==> config.mk <==
export PLATFORM = sky130hd
export DESIGN_NAME = stfl_ctrl
export DESIGN_NICKNAME = d
export VERILOG_FILES = /design/src/rtl/stfl_pkg.sv /design/src/rtl/stfl_ctrl.sv
export SDC_FILE = /design/constraint.sdc
export NUM_CORES = 1
export LEC_CHECK = 0
export BUFFER_PORTS_ARGS = -buffer_cell sky130_fd_sc_hd__buf_2
export CAP_MARGIN = 10
export CORE_AREA = 4 4 41 43
export CTS_BUF_LIST = sky130_fd_sc_hd__clkbuf_8
export DETAILED_ROUTE_END_ITERATION = 8
export DIE_AREA = 0 0 45 47
export MAX_ROUTING_LAYER = met4
export PLACE_DENSITY = 0.37
export SYNTH_ARGS = -nofsm -noshare
export SYNTH_HDL_FRONTEND = slang
export SYNTH_SLANG_ARGS = --single-unit
==> constraint.sdc <==
create_clock -name clk -period 1.6 [get_ports clk]
set_input_delay 0.08 -clock clk [delete_from_list [all_inputs] [get_ports clk]]
set_output_delay 0.08 -clock clk [all_outputs]
set_load 0.01 [all_outputs]
==> src/rtl/stfl_pkg.sv <==
`timescale 1ns / 1ps

package stfl_pkg;

    localparam int TABLE_DEPTH = 1024;
    localparam int ADDR_W      = $clog2(TABLE_DEPTH);
    localparam int CNT_W       = ADDR_W + 1;
    localparam int SRCH_W      = CNT_W + 1;
    localparam int VALUE_W     = 32;
    localparam int POS_W       = 10;

    typedef enum logic [1:0] {
        MODE_CLEAR  = 2'd0,
        MODE_APPEND = 2'd1,
        MODE_FIRST  = 2'd2,
        MODE_LAST   = 2'd3
    } mode_t;

    typedef enum logic [1:0] {
        ST_OK        = 2'd0,
        ST_NOT_FOUND = 2'd1,
        ST_FULL      = 2'd2
    } status_t;

    typedef struct packed {
        logic load;
        logic probe;
        logic cmp;
        logic out_load;
    } dp_cmd_t;

    typedef struct packed {
        logic range_ok;
    } dp_sts_t;

endpackage

==> src/rtl/stfl_ctrl.sv <==
`timescale 1ns / 1ps

module stfl_ctrl (
    input  logic              clk,
    input  logic              rst_n,
    input  logic              req_valid,
    output logic              req_stall,
    input  stfl_pkg::mode_t   mode,
    output logic              rsp_valid,
    input  logic              rsp_stall,
    output stfl_pkg::dp_cmd_t cmd,
    input  stfl_pkg::dp_sts_t sts
);
    import stfl_pkg::*;

    typedef enum logic [1:0] {
        S_IDLE,
        S_PROBE,
        S_CMP,
        S_FINISH
    } state_t;

    state_t state_reg;
    logic   rsp_valid_reg;
    logic   accept;
    logic   out_free;

    assign req_stall    = (state_reg != S_IDLE);
    assign accept       = req_valid && !req_stall;
    assign out_free     = !rsp_valid_reg || !rsp_stall;
    assign cmd.load     = accept;
    assign cmd.probe    = (state_reg == S_PROBE);
    assign cmd.cmp      = (state_reg == S_CMP);
    assign cmd.out_load = (state_reg == S_FINISH) && out_free;
    assign rsp_valid    = rsp_valid_reg;

    always_ff @(posedge clk or negedge rst_n)
    begin
        if (!rst_n)
        begin
            state_reg     <= S_IDLE;
            rsp_valid_reg <= 1'b0;
        end
        else
        begin
            if (state_reg == S_FINISH && out_free)
            begin
                rsp_valid_reg <= 1'b1;
            end
            else if (rsp_valid_reg && !rsp_stall)
            begin
                rsp_valid_reg <= 1'b0;
            end
            unique case (state_reg)
                S_IDLE:
                begin
                    if (accept)
                    begin
                        if (mode == MODE_FIRST || mode == MODE_LAST)
                        begin
                            state_reg <= S_PROBE;
                        end
                        else
                        begin
                            state_reg <= S_FINISH;
                        end
                    end
                end
                S_PROBE:
                begin
                    state_reg <= sts.range_ok ? S_CMP : S_FINISH;
                end
                S_CMP:
                begin
                    state_reg <= S_PROBE;
                end
                S_FINISH:
                begin
                    if (out_free)
                    begin
                        state_reg <= S_IDLE;
                    end
                end
                default:
                begin
                    state_reg <= S_IDLE;
                end
            endcase
        end
    end

endmodule

### Word-level counts from Yosys, hierarchy flattened

Cells that the tools add are included.
W data, S select, Z words.

| storage, ports and cells | value |
|---|---|
| output and inout bits | 6 |
| flip-flop bits (word level) | 3 |
| bits of input ports | 7 |

| cells by class | value |
|---|---|
| reduce and logical (&&, ||, !) cells | 12 |
| equal/unequal tests | 7 |
| multiplexer cells | 7 |

Operators by type and width:

| kind | count |
|---|---|
| $eq A2 B2 Y1 const B | 4 |
| $pmux W2 S4 | 1 |
| $mux W2 | 3 |
| $ne A2 B2 Y1 const B | 2 |
| $reduce_bool A2 Y1 | 2 |
| $logic_and A1 B1 Y1 | 3 |
| $logic_not A1 Y1 | 3 |
| $mux W1 | 3 |
| $eq A2 B1 Y1 const B | 1 |
| $logic_not A2 Y1 | 1 |
| $logic_or A1 B1 Y1 | 2 |
| $reduce_and A2 Y1 | 1 |

### Logic depth before layout (Yosys ltp)

Gate-level depths: netlist of the first run.

| logic depth | value |
|---|---|
| depth after elaboration | 5 |
| mapped depth | 3 |
| gate-level depth less buffers | 3 |

### Worst setup path after synthesis of the first run

Ideal clock, no wire load.

| timing path | value |
|---|---|
| path kind | reg2out |
| start point | register state_reg[0] |
| end point | output cmd[3] in the netlist's numbering |
| cell stages (with the launch flop) | 4 |
| setup slack | 0.619 ns |
| data arrival time | 0.901 ns |
| path buffers | 1 |
| cell sequence | dfrtp_1 -> or2_1 -> nor2_1 -> buf_4 |

| on the way | value |
|---|---|
| longest elaborated chain between the ends | 3 |

RTL lines:

| item | RTL line | text |
|---|---|---|
| from (decl) | stfl_ctrl.sv:23 | `state_t state_reg;` |
| from (signal assigned) | stfl_ctrl.sv:71 | `state_reg <= sts.range_ok ? S_CMP : S_FINISH;` |
| $reduce_bool A2 Y1 | stfl_ctrl.sv:28 | `assign req_stall = (state_reg != S_IDLE);` |
| net req_stall | stfl_ctrl.sv:7 | `output logic req_stall,` |
| $logic_not A1 Y1 | stfl_ctrl.sv:29 | `assign accept = req_valid && !req_stall;` |
| $logic_and A1 B1 Y1 | stfl_ctrl.sv:29 |  |
| to (decl) | stfl_ctrl.sv:11 | `output stfl_pkg::dp_cmd_t cmd,` |

The timed path passes the listed nets, and every way through them passes these cells.

==> results.yml, run 1 <==
routing:
  drt-vias-per-instance: 3.51
  drtIter0Drc: 4
  postRouteAntennaNets: 0
  drt_wl_total_um: 461
  dr.pass1.iters: 4
  met3_length_um: 80
  wl_met1_um: 243
  wl_per_cell_um: 9.04
  vias: 179
  met2_length_um: 133
  top_layer: "met4"
  drcViolationCount: 0
yosys:
  synth_edf_count: 0
  syn_area_um2: 165
  synth_cell_types: 13
  yosysSeqAreaShare_pct: 45.5
  synth_nets: 28
  synth_xor_area_share_pct: 0
  synth_area_leader_cell: "dfrtp_1"
  synthMuxAreaShare_pct: 0
  synthAdderAreaFrac_pct: 0
  syn_inst: 21
  yosys.area_share.simple_pct: 25.8
  synth_common_cells: "dfrtp_1, inv_1, nand2_1"
  ys_ff_latch: 3
  synth_top_family_by_area: "simple AND/OR/NAND/NOR gates"
  yosysTopAreaCellShare_pct: 45.5
  synth-async-reset-ratio_pct: 100
  avgSynthCellArea_um2: 7.86
  synth_compound_area_share_pct: 17.4
  synthFlopType: "dfrtp_1"
  netlist_top_cells_area: "dfrtp_1, inv_1, nand2_1"
  ys_warn_count: 0
floorplan:
  design.portCount: 13
  fp.dieArea_um2: 2120
  rows: 13
  coreArea_um2: 1300
  floorplan.initialDensity_pct: 12.7
  die_y_um: 47
  die_x_um: 45
clock_tree:
  cts_tree: "yes"
  clk_pin_slew_worst_paths_ps: 30
  htreeDepth: 1
  insertion_delay_ps: 220
  cts_num_sinks: 3
  cts-buffers-inserted: 3
  cts_buffer_depth: 2
  cts_root_buf: "clkbuf_8"
  postCtsSetupBuffers: 0
sta:
  period_needed_ps: 1190
  finalHoldViolations: 0
  period_share_pct: 74.4
  worstMarginPinSlew_ps: 225
  fmax_mhz: 840
  setup_violations: 0
  relSlewSlack_pct: 85.0
  fin_worst_skew_ps: 0.557
  report.final.slew_viol_count: 0
  fin_ws_ps: 409
  grt_setup_unrepaired: "false"
  tns_ps: 0
placement:
  gp_congestion: 0.662
  dpl_cell_area_um2: 231
  placed_cells: 46
  numPortBuffers: 11
  place_ws_ps: 622
hold_path:
  hold_path_depth: 3
  hp-class: "in2reg"
  hp-start: "rsp_stall"
layout:
  finalNetCount: 44
  final_cell_count_no_fill: 51
  layout-drive-gt1-share_pct: 44.4
  regArea_um2: 75.1
  antenna_cells: 0
  syn2layout_area_growth_pct: 73.5
  nFillCells: 148
  final_area_um2: 287
  largest_reg_flops: 2
  multi_input_area_um2: 71.3
global_route:
  antenna_found_initial: 0
  grt_max_degree: 9
  grt_pass1_wl_um: 703
  grt-ovfl-total: 0
  grt.total_usage_pct: 5.56
  grt_pass1_vias: 166
critical_path:
  required_ps: 1520
  path_class: "reg2out"
  cp.arrival_ps: 1110
  crit_path_start: "state_reg[0]"
  worstPathBufferInverterCount: 1
  cp-start-kind: "flip-flop"
  worstRegToRegCells: 3
  critical_path.max_fanout: 8
  crit_slowest_cell: "dfrtp_1"
  worst_setup_path_end_kind: "primary output"
  cp_top_family: "flip-flops"
  r2r_slack_ps: 740
  crit_end: "cmd[3]"
  cp_cell_sequence: "or2_1 > nor2_1 > buf_2"
  cp_num_cells: 3
  rr_startpoint: "state_reg[0]"
  regToRegEndpoint: "state_reg[0]"
  cpPeakStageDelay_ps: 440
pwr:
  pwr-share-comb_pct: 35.9
  p_seq_share_pct: 28.3
  p_int_mw: 0.380
  pwr-share-clk_pct: 35.8
  leakage_nw: 0.157
  p_sw_mw: 0.228
  ir_worst_vdd_uv: 747
  sw_frac_of_total_pct: 37.4
  powerDensity_nw_per_um2: 2120
job:
  cap_violations: 0
run_status:
  status: "finished clean"
-- worst min path at each step --
stage / endpoint / slack [ps]
finish: rsp_valid / 100
CTS: rsp_valid / 100
global placement: rsp_valid / -120
global route: rsp_valid / 120
detailed placement: rsp_valid / -120
floorplan: rsp_valid / -220
-- tightest hold or removal path: cells and delay by family --
family        cells  cell delay [ps]
buf+inv           1              110
simple gates      2              100
-- area by class of cell --
cell class              count  share of cell area [%]
multi-input cells          14                    24.9
flip-flops and latches      3                    26.2
well taps                  15                    6.55
repair buffers             12                    22.7
clock buffers               3                    14.4
inverters                   3                    3.93
clock inverters             1                    1.31
-- power by group through the flow --
stage	Clock, mW	Sequential (mW)	Combinational, mW
floorplan	0	0.169	0.135
global placement	0	0.175	0.222
global route	0.233	0.180	0.246
finish	0.218	0.172	0.218
CTS	0.224	0.174	0.225
detailed placement	0	0.174	0.220
-- cell families (layout without fill, tap and decap cells) --
group | after synthesis | after routing
AND/OR/NAND/NOR | 9 | 9
AO/OA/AOI/OAI | 5 | 5
buffers and inverters | 4 | 19
flip-flops | 3 | 3
-- metrics by stage --
stage,hold slack (ps),util (%),total power [mW]
floorplan,-216,-,0.304
global placement,-117,17.8,0.397
detailed placement,-118,17.8,0.394
CTS,100,22.0,0.622
global route,123,22.0,0.658
finish,103,22.0,0.608
-- layout by cell type (no fill, tap or decap) --
| cell type | count |
|---|---|
| buf_2 | 11 |
| inv_1 | 4 |
| nand2_1 | 3 |
| clkbuf_8 | 3 |
| dfrtp_1 | 3 |
| nor2_1 | 2 |
| a21oi_1 | 2 |
| or2_1 | 1 |
| nor2b_1 | 1 |
| nand2_2 | 1 |
| a21oi_2 | 1 |
| o21ai_1 | 1 |
| nand3_1 | 1 |
| o21ai_0 | 1 |
| dlygate4sd3_1 | 1 |
-- repair_timing --
action	CTS	global route
setup endpoints to repair	0	0
gates resized for setup	0	0
hold buffers	1	0
endpoints found under the hold margin	3	0
-- metal layers --
layer | track usage (%) | vias to the layer above
li1 | - | 94
met1 | 6.62 | 72
met2 | 4.80 | 11
met3 | 6.13 | 2
met4 | 3.51 | 0
met5 | - | -
No activity file was read; power rests on OpenSTA's default activity.
==> run 2: changes to the inputs <==
- clock period: 1.6 -> 1.1 ns (I/O delays scaled with it)
==> run 2 against run 1 <==
  * Die area did not move
  * Global-route usage rose by 0.33 points
  * The flow now finishes with violations (setup timing)
  * Cell count rose by 7.8%
  * Critical path depth did not move
  * Worst setup slack got worse by 410 ps
  * Design area rose by 12%
  * Flip-flop and latch count did not move
  * Hold slack got worse by 24 ps
  * Sequential share of layout area fell by 2.5 points
==> results.yml, run 2 (synthesis gave the netlist of run 1 again) <==
routing:
  dr.pass1.iters: 2
  vias: 197
  postRouteAntennaNets: 0
  wl_per_cell_um: 8.78
  drt-vias-per-instance: 3.58
  drcViolationCount: 0
  drt_wl_total_um: 483
  drtIter0Drc: 7
floorplan:
  rows: 13
  floorplan.initialDensity_pct: 12.7
  coreArea_um2: 1300
  design.portCount: 13
  die_x_um: 45
  fp.dieArea_um2: 2120
  die_y_um: 47
layout:
  antenna_cells: 0
  syn2layout_area_growth_pct: 94.7
  regArea_um2: 76.3
  largest_reg_flops: 2
  layout_commonest_cell: "buf_2"
  most-common-layout-cells: "buf_2, inv_1, nand2_1, clkbuf_8, buf_4"
  nFillCells: 151
  multi_input_area_um2: 71.3
  layout-drive-gt1-share_pct: 52.5
  final_cell_count_no_fill: 55
  finalNetCount: 48
run_status:
  violations: "setup timing"
  status: "finished with violations"
pwr:
  leakage_nw: 0.176
  ir_worst_vdd_uv: 1050
  powerDensity_nw_per_um2: 3130
clock_tree:
  cts-buffers-inserted: 3
  cts_num_sinks: 3
  clk_pin_slew_worst_paths_ps: 30
  cts_root_buf: "clkbuf_8"
  htreeDepth: 1
  cts_buffer_depth: 2
  insertion_delay_ps: 210
  cts_tree: "yes"
sta:
  setup_violations: 1
  grt_setup_unrepaired: "true"
  period_needed_ps: 1100
  worstMarginPinSlew_ps: 140
  tns_ps: -3.62
  finalHoldViolations: 0
  fin_worst_skew_ps: 1.46
  report.final.slew_viol_count: 0
  fin_ws_ps: -3.62
  period_share_pct: 100
  relSlewSlack_pct: 90.6
  fmax_mhz: 906
global_route:
  antenna_found_initial: 0
  grt_max_degree: 6
  grt.total_usage_pct: 5.88
  grt_pass1_wl_um: 759
  grt_pass1_vias: 176
  grt-ovfl-total: 0
placement:
  place_ws_ps: 151
  placed_cells: 46
  gp_congestion: 0.661
  dp_hpwl_um: 345
  numPortBuffers: 11
critical_path:
  cp.arrival_ps: 1050
  critical_path.max_fanout: 4
  required_ps: 1040
  cp-start-kind: "flip-flop"
  worst_setup_path_end_kind: "primary output"
  path_class: "reg2out"
job:
  cap_violations: 0
hold_path:
  hp-class: "in2reg"
## run 2: stage by stage
step	area [um2]	util [%]	hold slack (ps)	total power [mW]
final	322	24.7	78.9	1.01
after global routing	322	24.7	94.2	1.10
after CTS	303	23.3	74.3	0.960
after detailed placement	231	17.8	-143	0.575
after global placement	231	17.8	-142	0.578
after floorplan	165	-	-241	0.442
## run 2: final timing paths
check                             start      endpoint  slack, ps  cells past startpoint
hold reg to reg               rsp_valid     rsp_valid        530                      2
min in group asynchronous         rst_n     rsp_valid        170                      2
max in group asynchronous         rst_n  state_reg[0]        800                      2
hold / removal                rsp_stall     rsp_valid         80                      3
setup reg to reg           state_reg[0]  state_reg[1]        230                      3
setup / recovery           state_reg[1]        cmd[3]         -4                      3
## run 2: layer usage
layer,vias to the layer above,track usage (%),share of wire [%]
met5,-,-,0
met4,0,7.02,0
met3,0,3.45,14
met2,13,5.65,37
met1,81,7.08,49
li1,103,-,-
## run 2: area by class of cell
class                      count  area share (%)
timing repair buffer          16            30.7
multi-input combinational     14            22.2
tap                           15            5.84
inverter                       3            3.50
clock buffer                   3            12.8
sequential                     3            23.7
clock inverter                 1            1.17
## run 2: repair_timing
item	in CTS	in global routing
endpoints found under the setup margin	3	4
hold buffers	1	0
resized for setup	1	1
endpoints found under the hold margin	3	0
buffers inserted	2	2
gates cloned	0	0
## run 2: power by group
group,switching (mW),internal [mW]
registers,0.0535,0.173
clock network,0.0721,0.238
logic,0.225,0.246
total,0.351,0.656
## run 2: worst max-delay path: stages, from the launching register on
cell	delay (ps)
dfrtp_1	390
or2_1	240
nor2_1	80
buf_2	130
==> run 3: changes to the inputs <==
- CORE_AREA: 4 4 41 43 -> 2 2 39 41
- DIE_AREA: 0 0 45 47 -> 0 0 41 43
- MAX_ROUTING_LAYER: met4 -> unset
==> run 3 against run 2 <==
  * The flow still finishes with violations (setup timing)
  * Combinational power is 1% higher
  * Critical path depth stayed put
  * Global-route usage is 0.14 points lower
  * Non-clock buffer count up 1
  * Worst setup slack worse by 1.7 ps
==> results.yml, run 3 (synthesis gave the netlist of run 1 again) <==
critical_path:
  worst_setup_path_end_kind: "primary output"
  cp.arrival_ps: 1050
  critical_path.max_fanout: 4
  path_class: "reg2out"
  cp-start-kind: "flip-flop"
  required_ps: 1040
placement:
  numPortBuffers: 11
  dp_hpwl_um: 294
  gp_congestion: 0.553
  dpl_cell_area_um2: 233
  place_ws_ps: 157
floorplan:
  fp.dieArea_um2: 1760
  floorplan.initialDensity_pct: 11.9
  die_x_um: 41
  rows: 14
  design.portCount: 13
  die_y_um: 43
  coreArea_um2: 1380
global_route:
  grt.total_usage_pct: 5.74
  grt_pass1_vias: 163
  antenna_found_initial: 0
  grt_pass1_wl_um: 614
  grt_max_degree: 6
  grt-ovfl-total: 0
sta:
  fin_ws_ps: -5.33
  setup_violations: 1
  period_needed_ps: 1110
  report.final.slew_viol_count: 0
  period_share_pct: 100
  grt_setup_unrepaired: "true"
  relSlewSlack_pct: 90.4
  finalHoldViolations: 0
  worstMarginPinSlew_ps: 143
  fmax_mhz: 905
  fin_worst_skew_ps: 1.87
routing:
  vias: 205
  drtIter0Drc: 2
  drcViolationCount: 0
  dr.pass1.iters: 4
  wl_per_cell_um: 7.32
  drt-vias-per-instance: 3.60
  drt_wl_total_um: 417
  postRouteAntennaNets: 0
layout:
  finalNetCount: 49
  layout_commonest_cell: "buf_2"
  largest_reg_flops: 2
  final_area_um2: 327
  antenna_cells: 0
  most-common-layout-cells: "buf_2, buf_4, inv_1"
  fin_util_pct: 23.6
  layout-drive-gt1-share_pct: 53.7
  syn2layout_area_growth_pct: 97.7
job:
  cap_violations: 0
pwr:
  pwr-share-clk_pct: 30.3
  p_seq_share_pct: 22.5
  pwr-share-comb_pct: 47.2
  powerDensity_nw_per_um2: 3090
  p_int_mw: 0.665
  ir_worst_vdd_uv: 792
  p_sw_mw: 0.345
  leakage_nw: 0.180
  sw_frac_of_total_pct: 34.2
run_status:
  violations: "setup timing"
  status: "finished with violations"
clock_tree:
  clk_pin_slew_worst_paths_ps: 30
  htreeDepth: 1
  cts_tree: "yes"
  cts_num_sinks: 3
  cts_root_buf: "clkbuf_8"
  insertion_delay_ps: 210
  cts-buffers-inserted: 3
  cts_buffer_depth: 2
hold_path:
  hp-class: "in2reg"
==> run 3: cell types whose count changed in the layout (fill, tap and decap cells not counted), sizes merged <==
cell	before	now
buf	15	16
==> run 3: per-stage QoR <==
stage / hold WS, ps / power [mW] / std cells / TNS, ps
after floorplan: -241 / 0.442 / 21 / 0
after CTS: 82.8 / 1.00 / 56 / -16.6
after global routing: 110 / 1.11 / 57 / -136
final: 79.1 / 1.01 / 57 / -5.33
after detailed placement: -147 / 0.572 / 47 / 0
after global placement: -147 / 0.574 / 47 / 0
==> run 3: worst paths after layout <==
kind / slack [ps] / cells past startpoint / startpoint / end
worst min-delay path: 80 / 3 / rsp_stall / rsp_valid
min in group asynchronous: 170 / 2 / rst_n / state_reg[1]
max in group asynchronous: 820 / 2 / rst_n / state_reg[0]
worst min register to register: 530 / 2 / rsp_valid / rsp_valid
worst max register to register: 120 / 5 / state_reg[0] / state_reg[0]
worst max-delay path: -5 / 3 / state_reg[0] / cmd[3]
==> run 3: layer usage <==
layer	routed length, um	vias to the layer above	share of wire (%)	global-route usage, %
li1	-	105	-	-
met1	188	88	45	6.49
met2	176	10	42	6.88
met3	42	2	10	3.14
met4	10	0	2.4	6.00
met5	0	-	0	0
==> run 3: what timing repair did <==
item / 4_1_cts / 5_1_grt
setup endpoints to repair: 2 / 3
hold buffers: 1 / 0
hold endpoints to repair: 3 / 0
resized for setup: 1 / 0
setup buffers: 4 / 1
==> run 3: worst max-delay path, cell delays in order (launching register included) <==
cell and delay, ps:
dfrtp_2 410, or2_1 220, nor2_1 80, buf_2 130
==> run 3: layout make-up <==
class                      instances  area (um2)
timing repair buffer              17         103
tap                               16        20.0
multi-input combinational         14        71.3
clock inverter                     1        3.75
clock buffer                       3        41.3
sequential                         3        76.3
inverter                           3        11.3
fill                             151        1060
==> run 3: power by group through the flow <==
stage,Sequential [mW],Clock (mW),Combinational (mW)
detailed placement,0.252,0,0.320
floorplan,0.246,0,0.196
global route,0.238,0.328,0.546
CTS,0.225,0.314,0.461
global placement,0.252,0,0.322
finish,0.227,0.307,0.477
